===== config.mk =====
export PLATFORM = sky130hd
export DESIGN_NAME = double_ended_queue
export DESIGN_NICKNAME = d
export VERILOG_FILES = /design/src/rtl/deq_pkg.sv /design/src/rtl/deq_ram.sv /design/src/rtl/double_ended_queue.sv
export SDC_FILE = /design/constraint.sdc
export NUM_CORES = 1
export LEC_CHECK = 0
export BUFFER_PORTS_ARGS = -buffer_cell sky130_fd_sc_hd__buf_4
export CORE_UTILIZATION = 64
export CTS_BUF_LIST = sky130_fd_sc_hd__clkbuf_4 sky130_fd_sc_hd__clkbuf_8
export CTS_CLUSTER_DIAMETER = 40
export CTS_CLUSTER_SIZE = 24
export DETAILED_ROUTE_END_ITERATION = 10
export GPL_TIMING_DRIVEN = 0
export PLACE_DENSITY_LB_ADDON = 0.08
export SLEW_MARGIN = 20
export SYNTH_ARGS = -nofsm -noshare
export SYNTH_HDL_FRONTEND = slang
export SYNTH_SLANG_ARGS = --single-unit
export TNS_END_PERCENT = 30

===== constraint.sdc =====
create_clock -name clk -period 5.9 [get_ports clk]
set_input_delay 0.295 -clock clk [delete_from_list [all_inputs] [get_ports clk]]
set_output_delay 0.295 -clock clk [all_outputs]
set_load 0.005 [all_outputs]

===== src/rtl/deq_pkg.sv =====
// ----------------------------------------------------------------------------
// deq_pkg
// Shared widths, operation and status codes for the double-ended queue.
// ----------------------------------------------------------------------------
`timescale 1ns / 1ps
`default_nettype none

package deq_pkg;

    // Default number of store entries
    localparam int DEQ_DEPTH = 16;

    localparam int OP_W     = 3;
    localparam int VALUE_W  = 32;
    localparam int STATUS_W = 2;

    // Operation codes (other codes are no-ops)
    localparam logic [OP_W-1:0] OP_PUSH_FRONT = 3'd0;
    localparam logic [OP_W-1:0] OP_PUSH_BACK  = 3'd1;
    localparam logic [OP_W-1:0] OP_POP_FRONT  = 3'd2;
    localparam logic [OP_W-1:0] OP_POP_BACK   = 3'd3;
    localparam logic [OP_W-1:0] OP_CLEAR      = 3'd4;

    // Result status codes
    localparam logic [STATUS_W-1:0] STATUS_DONE      = 2'd0;
    localparam logic [STATUS_W-1:0] STATUS_POP_EMPTY = 2'd1;
    localparam logic [STATUS_W-1:0] STATUS_PUSH_FULL = 2'd2;

    // Control sequencer states
    typedef enum logic {
        ST_IDLE,
        ST_READ
    } deq_state_t;

endpackage

`default_nettype wire


===== src/rtl/deq_ram.sv =====
// ----------------------------------------------------------------------------
// deq_ram
// Generic single-write, single-read RAM with a registered read port.
// ----------------------------------------------------------------------------
`timescale 1ns / 1ps
`default_nettype none

module deq_ram #(
    parameter int WIDTH = 32,
    parameter int DEPTH = 16,
    localparam int AW   = (DEPTH > 1) ? $clog2(DEPTH) : 1
) (
    input  wire logic             clk,
    input  wire logic             we,
    input  wire logic [AW-1:0]    waddr,
    input  wire logic [WIDTH-1:0] wdata,
    input  wire logic [AW-1:0]    raddr,
    output logic      [WIDTH-1:0] rdata
);

    logic [WIDTH-1:0] mem [DEPTH];
    logic [WIDTH-1:0] rdata_reg;

    // Write port and registered read port
    always_ff @(posedge clk)
    begin
        if (we)
        begin
            mem[waddr] <= wdata;
        end
        rdata_reg <= mem[raddr];
    end

    assign rdata = rdata_reg;

endmodule

`default_nettype wire


===== src/rtl/double_ended_queue.sv =====
// ----------------------------------------------------------------------------
// double_ended_queue
// Bounded deque of signed 32-bit values held in a circular RAM.
// ----------------------------------------------------------------------------
// Usage:
//   Input channel s_*: s_tuser carries the operation (push front, push back,
//   pop front, pop back, clear; other codes do nothing), s_tdata the value to
//   push. One result per transfer leaves on m_*: front value, back value,
//   occupancy, empty flag and status (done, pop on empty, push on full).
//   Push, clear, no-op and a pop that empties the queue load the result into
//   the output register as the transfer is taken, and the next transfer can be
//   taken while it leaves, so one item per cycle while m_tready stays high.
//   A pop that leaves elements behind reads the new end element from the
//   element RAM's registered read port in ST_READ, taking no new transfer there.
//   Front and back values are cached in registers, so pushes never read.
//   Reset clears the pointers, the count and the output valid; the RAM is
//   not cleared, since only entries written by a push are ever read.
//   When the receiver stalls, the result holds in the output register and
//   s_tready stays low until it is taken or taken in the same cycle.
// ----------------------------------------------------------------------------
`timescale 1ns / 1ps
`default_nettype none

module double_ended_queue import deq_pkg::*; #(
    parameter int  DEPTH = DEQ_DEPTH,
    localparam int CNT_W = $clog2(DEPTH + 1),
    localparam int OUT_W = ((2 * VALUE_W + CNT_W + 1 + STATUS_W + 7) / 8) * 8
) (
    input  wire logic               clk,
    input  wire logic               rst_n,
    // slave side
    input  wire logic               s_tvalid,
    output logic                    s_tready,
    input  wire logic [VALUE_W-1:0] s_tdata,   // value
    input  wire logic [OP_W-1:0]    s_tuser,   // op
    // master side
    output logic                    m_tvalid,
    input  wire logic               m_tready,
    output logic      [OUT_W-1:0]   m_tdata    // front_value, back_value,
                                               // occupancy, is_empty, status
);

    localparam int PTR_W = (DEPTH > 1) ? $clog2(DEPTH) : 1;

    localparam int OFS_BACK   = VALUE_W;
    localparam int OFS_OCC    = 2 * VALUE_W;
    localparam int OFS_EMPTY  = OFS_OCC + CNT_W;
    localparam int OFS_STATUS = OFS_EMPTY + 1;

    localparam logic [PTR_W-1:0] PTR_LAST = PTR_W'(DEPTH - 1);
    localparam logic [CNT_W-1:0] CNT_FULL = CNT_W'(DEPTH);
    localparam logic [CNT_W-1:0] CNT_ONE  = CNT_W'(1);

    deq_state_t state_reg, state_next;

    logic [PTR_W-1:0]          front_pos_reg, front_pos_next;
    logic [PTR_W-1:0]          back_pos_reg, back_pos_next;
    logic [CNT_W-1:0]          count_reg, count_next;
    logic signed [VALUE_W-1:0] front_val_reg, front_val_next;
    logic signed [VALUE_W-1:0] back_val_reg, back_val_next;
    logic [STATUS_W-1:0]       pend_status_reg, pend_status_next;
    logic                      pend_front_reg, pend_front_next;

    logic                      out_valid_reg, out_valid_next;
    logic signed [VALUE_W-1:0] out_front_reg, out_front_next;
    logic signed [VALUE_W-1:0] out_back_reg, out_back_next;
    logic [CNT_W-1:0]          out_count_reg, out_count_next;
    logic [STATUS_W-1:0]       out_status_reg, out_status_next;

    logic                      ram_we;
    logic [PTR_W-1:0]          ram_waddr;
    logic [VALUE_W-1:0]        ram_wdata;
    logic [PTR_W-1:0]          ram_raddr;
    logic [VALUE_W-1:0]        ram_rdata;

    logic                      accept;
    logic                      is_full;
    logic                      is_void;
    logic                      out_load;
    logic [STATUS_W-1:0]       load_status;
    logic signed [VALUE_W-1:0] in_value;

    // Element store
    deq_ram #(
        .WIDTH (VALUE_W),
        .DEPTH (DEPTH)
    ) u_deq_ram (
        .clk   (clk),
        .we    (ram_we),
        .waddr (ram_waddr),
        .wdata (ram_wdata),
        .raddr (ram_raddr),
        .rdata (ram_rdata)
    );

    // Wrapping pointer steps
    function automatic logic [PTR_W-1:0] ptr_inc(input logic [PTR_W-1:0] p);
        ptr_inc = (p == PTR_LAST) ? '0 : p + PTR_W'(1);
    endfunction

    function automatic logic [PTR_W-1:0] ptr_dec(input logic [PTR_W-1:0] p);
        ptr_dec = (p == '0) ? PTR_LAST : p - PTR_W'(1);
    endfunction

    assign s_tready = (state_reg == ST_IDLE) && (!out_valid_reg || m_tready);
    assign accept   = s_tvalid && s_tready;
    assign is_full  = (count_reg == CNT_FULL);
    assign is_void  = (count_reg == '0);
    assign in_value = $signed(s_tdata);

    // Control state and registers
    always_ff @(posedge clk or negedge rst_n)
    begin
        if (!rst_n)
        begin
            state_reg     <= ST_IDLE;
            front_pos_reg <= '0;
            back_pos_reg  <= '0;
            count_reg     <= '0;
            out_valid_reg <= 1'b0;
        end
        else
        begin
            state_reg     <= state_next;
            front_pos_reg <= front_pos_next;
            back_pos_reg  <= back_pos_next;
            count_reg     <= count_next;
            out_valid_reg <= out_valid_next;
        end
    end

    // Payload registers
    always_ff @(posedge clk)
    begin
        front_val_reg   <= front_val_next;
        back_val_reg    <= back_val_next;
        pend_status_reg <= pend_status_next;
        pend_front_reg  <= pend_front_next;
        out_front_reg   <= out_front_next;
        out_back_reg    <= out_back_next;
        out_count_reg   <= out_count_next;
        out_status_reg  <= out_status_next;
    end

    // Next state, store access and result load
    always_comb
    begin
        state_next       = state_reg;
        front_pos_next   = front_pos_reg;
        back_pos_next    = back_pos_reg;
        count_next       = count_reg;
        front_val_next   = front_val_reg;
        back_val_next    = back_val_reg;
        pend_status_next = pend_status_reg;
        pend_front_next  = pend_front_reg;
        out_valid_next   = out_valid_reg && !m_tready;
        out_front_next   = out_front_reg;
        out_back_next    = out_back_reg;
        out_count_next   = out_count_reg;
        out_status_next  = out_status_reg;
        ram_we           = 1'b0;
        ram_waddr        = front_pos_reg;
        ram_wdata        = s_tdata;
        ram_raddr        = front_pos_reg;
        out_load         = 1'b0;
        load_status      = STATUS_DONE;

        unique case (state_reg)
            ST_IDLE:
            begin
                if (accept)
                begin
                    out_load = 1'b1;
                    unique case (s_tuser)
                        OP_PUSH_FRONT:
                        begin
                            if (is_full)
                            begin
                                load_status = STATUS_PUSH_FULL;
                            end
                            else
                            begin
                                front_pos_next = ptr_dec(front_pos_reg);
                                ram_we         = 1'b1;
                                ram_waddr      = front_pos_next;
                                front_val_next = in_value;
                                count_next     = count_reg + CNT_ONE;
                                if (is_void)
                                begin
                                    back_pos_next = front_pos_next;
                                    back_val_next = in_value;
                                end
                            end
                        end
                        OP_PUSH_BACK:
                        begin
                            if (is_full)
                            begin
                                load_status = STATUS_PUSH_FULL;
                            end
                            else
                            begin
                                back_pos_next = is_void ? front_pos_reg
                                                        : ptr_inc(back_pos_reg);
                                ram_we        = 1'b1;
                                ram_waddr     = back_pos_next;
                                back_val_next = in_value;
                                count_next    = count_reg + CNT_ONE;
                                if (is_void)
                                begin
                                    front_val_next = in_value;
                                end
                            end
                        end
                        OP_POP_FRONT:
                        begin
                            if (is_void)
                            begin
                                load_status = STATUS_POP_EMPTY;
                            end
                            else
                            begin
                                front_pos_next = ptr_inc(front_pos_reg);
                                count_next     = count_reg - CNT_ONE;
                                // new front comes from the store
                                if (count_reg != CNT_ONE)
                                begin
                                    ram_raddr       = front_pos_next;
                                    pend_front_next = 1'b1;
                                    out_load        = 1'b0;
                                    state_next      = ST_READ;
                                end
                            end
                        end
                        OP_POP_BACK:
                        begin
                            if (is_void)
                            begin
                                load_status = STATUS_POP_EMPTY;
                            end
                            else
                            begin
                                back_pos_next = ptr_dec(back_pos_reg);
                                count_next    = count_reg - CNT_ONE;
                                // new back comes from the store
                                if (count_reg != CNT_ONE)
                                begin
                                    ram_raddr       = back_pos_next;
                                    pend_front_next = 1'b0;
                                    out_load        = 1'b0;
                                    state_next      = ST_READ;
                                end
                            end
                        end
                        OP_CLEAR:
                        begin
                            front_pos_next = '0;
                            count_next     = '0;
                        end
                        default:
                        begin
                        end
                    endcase
                    pend_status_next = load_status;
                end
            end
            ST_READ:
            begin
                if (pend_front_reg)
                begin
                    front_val_next = $signed(ram_rdata);
                end
                else
                begin
                    back_val_next = $signed(ram_rdata);
                end
                out_load    = 1'b1;
                load_status = pend_status_reg;
                state_next  = ST_IDLE;
            end
            default:
            begin
                state_next = ST_IDLE;
            end
        endcase

        // Result register load
        if (out_load)
        begin
            out_valid_next  = 1'b1;
            out_front_next  = (count_next == '0) ? '0 : front_val_next;
            out_back_next   = (count_next == '0) ? '0 : back_val_next;
            out_count_next  = count_next;
            out_status_next = load_status;
        end
    end

    // Output packing, pad bits zero
    always_comb
    begin
        m_tdata                                 = '0;
        m_tdata[OFS_BACK-1:0]                   = out_front_reg;
        m_tdata[OFS_OCC-1:OFS_BACK]             = out_back_reg;
        m_tdata[OFS_EMPTY-1:OFS_OCC]            = out_count_reg;
        m_tdata[OFS_EMPTY]                      = (out_count_reg == '0);
        m_tdata[OFS_STATUS+STATUS_W-1:OFS_STATUS] = out_status_reg;
    end

    assign m_tvalid = out_valid_reg;

endmodule

`default_nettype wire


==> results of run 1 <==
[timing repair]
action,4_1_cts,5_1_grt
hold endpoints to repair,528,0
gates resized for setup,0,0
hold buffers,36,0
[cells by family (layout without fill, tap and decap cells)]
| kind of cell | Yosys count | in the layout | share of synthesized area |
|---|---|---|---|
| DFF | 697 | 697 | 0.688 |
| AOI/OAI and AO/OA | 587 | 587 | 0.138 |
| and+or+nand+nor | 373 | 373 | 0.0695 |
| muxes | 202 | 202 | 0.0701 |
| buffers and inverters | 190 | 501 | 0.0299 |
| adders and majority gates | 8 | 8 | 0.00346 |
| xor gates and xnor gates | 3 | 3 | 0.000909 |
[report_power, final]
part	internal [mW]	switching [mW]	leakage, nW	total [mW]
Clock	1.67	1.93	0.894	3.60
Sequential	6.16	0.312	6.32	6.47
Combinational	2.14	4.00	4.21	6.14
Total	9.97	6.24	11.4	16.2
[area by class of cell]
cell class	instances	area, um^2	area share
sequential	697	19900	0.599
inverter	13	51.3	0.00155
buffer	177	813	0.0245
multi-input combinational	1173	8280	0.250
clock inverter	60	626	0.0188
clock buffer	86	1160	0.0349
tap	592	741	0.0223
timing repair buffer	165	1630	0.0491
[metrics by stage]
stage	cells	setup slack, ps	instance area [um^2]	TNS, ps
detailed placement	2781	1880	31100	0
finish	2963	1650	33200	0
global placement	2763	-375	30500	-25660
CTS	2963	1860	33200	0
global route	2963	1560	33200	0
floorplan	2060	824	28900	0
[how the worst min path moves through the flow]
stage / cells after the start / end / slack [ps] / from
6_report: 4 / m_tvalid / 60 / m_tready
5_1_grt: 4 / m_tvalid / 100 / m_tready
4_1_cts: 4 / m_tvalid / 20 / m_tready
3_5_place_dp: 1 / back_pos_reg[3] / 180 / rst_n
3_3_place_gp: 1 / back_pos_reg[3] / 180 / rst_n
2_1_floorplan: 0 / back_pos_reg[0] / -0.6 / rst_n
[critical path, stage by stage, from the launching register on]
cell and delay (ps):
dfrtp_1 460, inv_1 150, ha_1 250, nor2_1 100, o41a_1 300, buf_2 220
and3_1 360, buf_2 290, nor2_2 230, buf_4 240, clkbuf_1 530, a21oi_1 160
o311ai_1 760
[per-layer routing]
metal | part of all wire | global-route usage | vias to the layer above
li1 | - | - | 8591
met1 | 0.39 | 0.458 | 9704
met2 | 0.48 | 0.555 | 1272
met3 | 0.10 | 0.0570 | 218
met4 | 0.030 | 0.129 | 2
met5 | 0.00017 | 0 | -
[placed cells by master, fill, tap and decap left out, drive strengths merged, types with 42 or more instances in the layout]
cell | synthesis | final
nor2 | 42 | 42
buf | 52 | 181
clkbuf | 125 | 211
nand3 | 136 | 136
nand2 | 53 | 53
dfxtp | 96 | 96
nor2b | 67 | 67
a21oi | 113 | 113
a32oi | 66 | 66
mux2i | 199 | 199
o21ai | 146 | 146
edfxtp | 586 | 586
==> summary.txt, run 1 <==
Run status
  • Status: finished clean

Layout
  • Antenna diodes: 0
  • Number of flip-flops in the largest register: between 500 and 600
  • Area grow syn2layout: 14.8%
  • Nets: 2353
  • Largest register by flop count: u_deq_ram.mem
  • Final Core Density: 0.747
  • Fill cell count: 2798
  • Fraction of layout cells with a size suffix above 1: 0.149

Global route
  • Maximum number of pins on one net before global-route repair: 30
  • First-pass GRT wire length: ~120000 um
  • Total grt overflow: 0
  • Initial antenna violation count: 4
  • Gr usage total: 0.339
  • Vias in the first global route: between 15000 and 20000

Synth
  • Ys Warns: 0
  • Number of flops mapped to enable cells by yosys: ~590
  • Synthesized Nets: about 2100
  • Top post-synthesis cells by area: edfxtp_1 61%, mux2i_1 6.9%, dfxtp_1 6.6%
  • Share of the synthesized area in the top cell type: 0.609
  • Ys flop type: edfxtp_1
  • Synth async-reset ratio: 0.0215
  • FF+latch count, synth: 697
  • Register area share after synthesis: 0.688
  • Most frequent cells after synthesis: 586 x edfxtp_1, 199 x mux2i_1, 141 x o21ai_0
  • Post-Syn Area per Cell: 14.0 um^2
  • Top cell type by total area after synthesis: edfxtp_1
  • Top-count cell post-synth: edfxtp_1
  • Synthesized cell area: slightly below 0.03 mm^2
  • Cells after Synth: about 2100
  • Post-synthesis cell type count: 69

Critical path
  • WS Path Type: register to register
  • Worst flop-to-flop path endpoint: u_deq_ram.rdata[27]
  • CP Capture Point: u_deq_ram.rdata[27]
  • CP startpoint: count_reg[1]
  • Startpoint Class: register
  • Crit path max fanout: 10
  • Arrival @ worst endpoint: 4720 ps
  • Setup crit end kind: register
  • Worst R2R Path Depth: 12
  • Worst r2r src: count_reg[1]
  • R2R Setup Slk: 1650 ps
  • CP required: 6380 ps

Route
  • Wirelength, routed: a little under 80000 um
  • Wire length per cell: 26.3 um
  • DR vias/cell: between 6 and 7
  • Via count: between 15000 and 20000
  • Length of the first detailed-routing pass in iterations: 7
  • Post-route DRC: 0
  • 1st-iter DRT viols: 2927
  • ANT nets after route: 0

STA
  • WHS: between 50 and 60 ps
  • Final period util: 0.720
  • Final count of pins violating max slew: 0
  • Max Clk Rate: roughly 0.24 GHz
  • RSZ-0062 raised after global routing: no
  • Minimum clock period: between 4000 and 5000 ps
  • Final setup violation count: 0
  • Final hold violation count: 0
  • Worst slew pin tran: 1140 ps
  • Relative slew margins: 0.234
  • Clock Skew: ~49 ps

Power
  • Pwr Total: between 15 and 20 mW
  • Max VDD drop: around 0.00033 V
  • Pwr/cell area: 488 mW/mm^2
  • Leakage power: 11.4 nW

CTS
  • CTS Buf Count: a little under 80
  • Clock Latency Late Sink: 700 ps
  • CTS root buffer: clkbuf_8
  • H-tree depth: 3
  • Sink Count: roughly 700
  • Worst-path clk slew: 80 ps
  • Clock Path Buffers: 3
  • CTS tree: yes
  • Post-CTS Setup Bufs: 0

Place
  • RD Place Congestion: 0.896
  • Input/output buffers: ~110
  • Hpwl dp: 53400 um

Worst hold path
  • Hold Path Class: input pin to register

Run
  • Max_cap viols: 0

Floorplan
  • IO Pins: approximately 110
  • Core Area: between 0.04 and 0.05 mm^2
  • Starting density of the core: 0.651
  • Die X: approximately 210 um
  • # rows: 77
  • Die area: around 0.046 mm^2
  • Die H: between 200 and 250 um
No activity file was read; power rests on OpenSTA's default activity.
==> run 2: changes to the inputs <==
==> constraint.sdc (replaced) <==
create_clock -name clk -period 4.3 [get_ports clk]
set_input_delay 0.215 -clock clk [delete_from_list [all_inputs] [get_ports clk]]
set_output_delay 0.215 -clock clk [all_outputs]
set_load 0.005 [all_outputs]
==> summary.txt, run 2 (same netlist as run 1, synthesis figures left out) <==
Power
  • Clock power share: 0.233
  • Leakage power: about 12 nW
  • Gate power share: 0.380
  • Pint: 14.1 mW
  • Sw frac: 0.386
  • Pwr Total: 23.0 mW
  • Seq pwr share: 0.387
  • Pwr/cell area: 688 mW/mm^2
  • P_sw: between 8 and 9 mW
  • Max VDD drop: 0.000399 V

CTS
  • CTS tree: yes
  • Post-CTS Setup Bufs: 0
  • Sink Count: between 600 and 700
  • Worst-path clk slew: about 90 ps
  • Clock Latency Late Sink: about 700 ps
  • Clock Path Buffers: 3
  • CTS Buf Count: 82
  • H-tree depth: 3
  • CTS root buffer: clkbuf_8

Run status
  • Failing checks: negative setup slack
  • Status: finished, violations left

Floorplan
  • Die H: 215 um
  • Die X: roughly 210 um
  • IO Pins: approximately 110
  • Core Area: roughly 0.044 mm^2
  • Die area: approximately 0.046 mm^2
  • # rows: a little under 80
  • Starting density of the core: 0.651

Place
  • Pre-CTS WS: -394 ps
  • RD Place Congestion: between 0.9 and 1
  • Input/output buffers: ~110
  • Hpwl dp: around 56000 um

Critical path
  • Arrival @ worst endpoint: 4980 ps
  • Setup crit end kind: register
  • Worst r2r src: count_reg[0]
  • Startpoint Class: register
  • Crit path max fanout: 10
  • R2R Setup Slk: -170 ps
  • Worst flop-to-flop path endpoint: u_deq_ram.rdata[29]
  • CP required: just under 5000 ps
  • Worst R2R Path Depth: 11
  • WS Path Type: register to register

Layout
  • Most frequent cells in the layout: 586 x edfxtp_1, 199 x mux2i_1, 141 x o21ai_0
  • Commonest non-fill, non-tap cell in the layout: edfxtp_1
  • Number of flip-flops in the largest register: just over 500
  • Largest register by flop count: u_deq_ram.mem
  • Area grow syn2layout: 15.5%
  • Fraction of layout cells with a size suffix above 1: 0.157
  • Nets: 2355

STA
  • Final setup violation count: 2
  • Relative slew margins: 0.223
  • WHS: 49.8 ps
  • Final period util: 1.04
  • Minimum clock period: 4470 ps
  • Final hold violation count: 0
  • Final worst setup slack: -170 ps
  • Max Clk Rate: roughly 0.22 GHz
  • RSZ-0062 raised after global routing: yes
  • Final count of pins violating max slew: 0
  • Worst slew pin tran: 1160 ps
  • Clock Skew: 51.0 ps

Route
  • 1st-iter DRT viols: 2773
  • Wirelength, routed: 83700 um
  • Post-route DRC: 0
  • Length of the first detailed-routing pass in iterations: 6
  • Via count: about 20000
  • DR vias/cell: 6.70
  • ANT nets after route: 0
  • Wire length per cell: about 28 um

Global route
  • Gr usage total: 0.365
  • Maximum number of pins on one net before global-route repair: 28
  • Total grt overflow: 0
  • Initial antenna violation count: 5
  • Vias in the first global route: 19500
  • First-pass GRT wire length: 123000 um

Run
  • Max_cap viols: 0

Worst hold path
  • Hold wc startpoint: s_tuser[0]
  • Hold Crit Endpoint: front_pos_reg[1]
  • Hold path cells: 4
  • Hold Path Class: input pin to register
## run 2: cell count changes in the layout (fill, tap and decap cells not counted), sizes merged
cell,delta
clkbuf,+8
bufinv,+4
inv,-4
clkinv,-3
clkinvlp,-2
diode,+2
buf,+1
dlygate4sd3,+1
## run 2: layout make-up
class / count / area, um^2
well taps: 592 / 741
diodes: 2 / 5.00
multi-input cells: 1173 / 8320
plain buffers: 175 / 815
repair buffers: 166 / 1610
inverters: 13 / 51.3
fillers: 2837 / 11000
flip-flops and latches: 697 / 19900
clock inverters: 55 / 662
clock buffers: 97 / 1290
## run 2: critical path: stages, from the launching register on
cell and delay (ps):
dfrtp_1 490, inv_1 110, ha_1 290, nor2_1 200
o41a_1 150, buf_2 290, a21oi_1 250, nor2_2 660
clkbuf_1 760, a21oi_1 90, a21boi_0 170, o311ai_1 820
## run 2: how the worst max path moves through the flow
stage | to | startpoint | cells after the start
6_report | u_deq_ram.rdata[29] | count_reg[0] | 11
5_1_grt | u_deq_ram.rdata[29] | count_reg[0] | 11
4_1_cts | u_deq_ram.rdata[25] | count_reg[1] | 12
3_5_place_dp | u_deq_ram.rdata[24] | back_pos_reg[0] | 10
3_3_place_gp | u_deq_ram.mem[7][14] | count_reg[1] | 9
2_1_floorplan | u_deq_ram.mem[6][0] | count_reg[1] | 9
## run 2: power groups by stage
stage	clock, mW	combinational, mW	sequential, mW
2_1_floorplan	0	4.99	8.95
3_3_place_gp	0	8.03	9.01
3_5_place_dp	0	8.36	9.02
4_1_cts	5.35	8.47	8.87
5_1_grt	5.63	9.20	8.97
6_report	5.35	8.73	8.88
## run 2: layer usage
metal	up-vias	part of all wire	track usage
met3	208	0.11	0.0769
met4	2	0.042	0.169
li1	8608	-	-
met2	1303	0.46	0.560
met1	9764	0.39	0.505
met5	-	0.00016	0
## run 2: through the flow
stage               instances  setup TNS (ps)   util  cell area, um^2
floorplan                2060               0      -            28900
global placement         2763         -608550  0.686            30500
detailed placement       2781           -2720  0.699            31000
CTS                      2968               0  0.751            33400
global route             2968            -598  0.752            33400
finish                   2970            -317  0.752            33400
## run 2: repair_timing
action | CTS | global route
endpoints found under the hold margin | 580 | 0
endpoints found under the setup margin | 10 | 18
hold buffers | 37 | 0
gates resized for setup | 4 | 14
cloned | 0 | 0
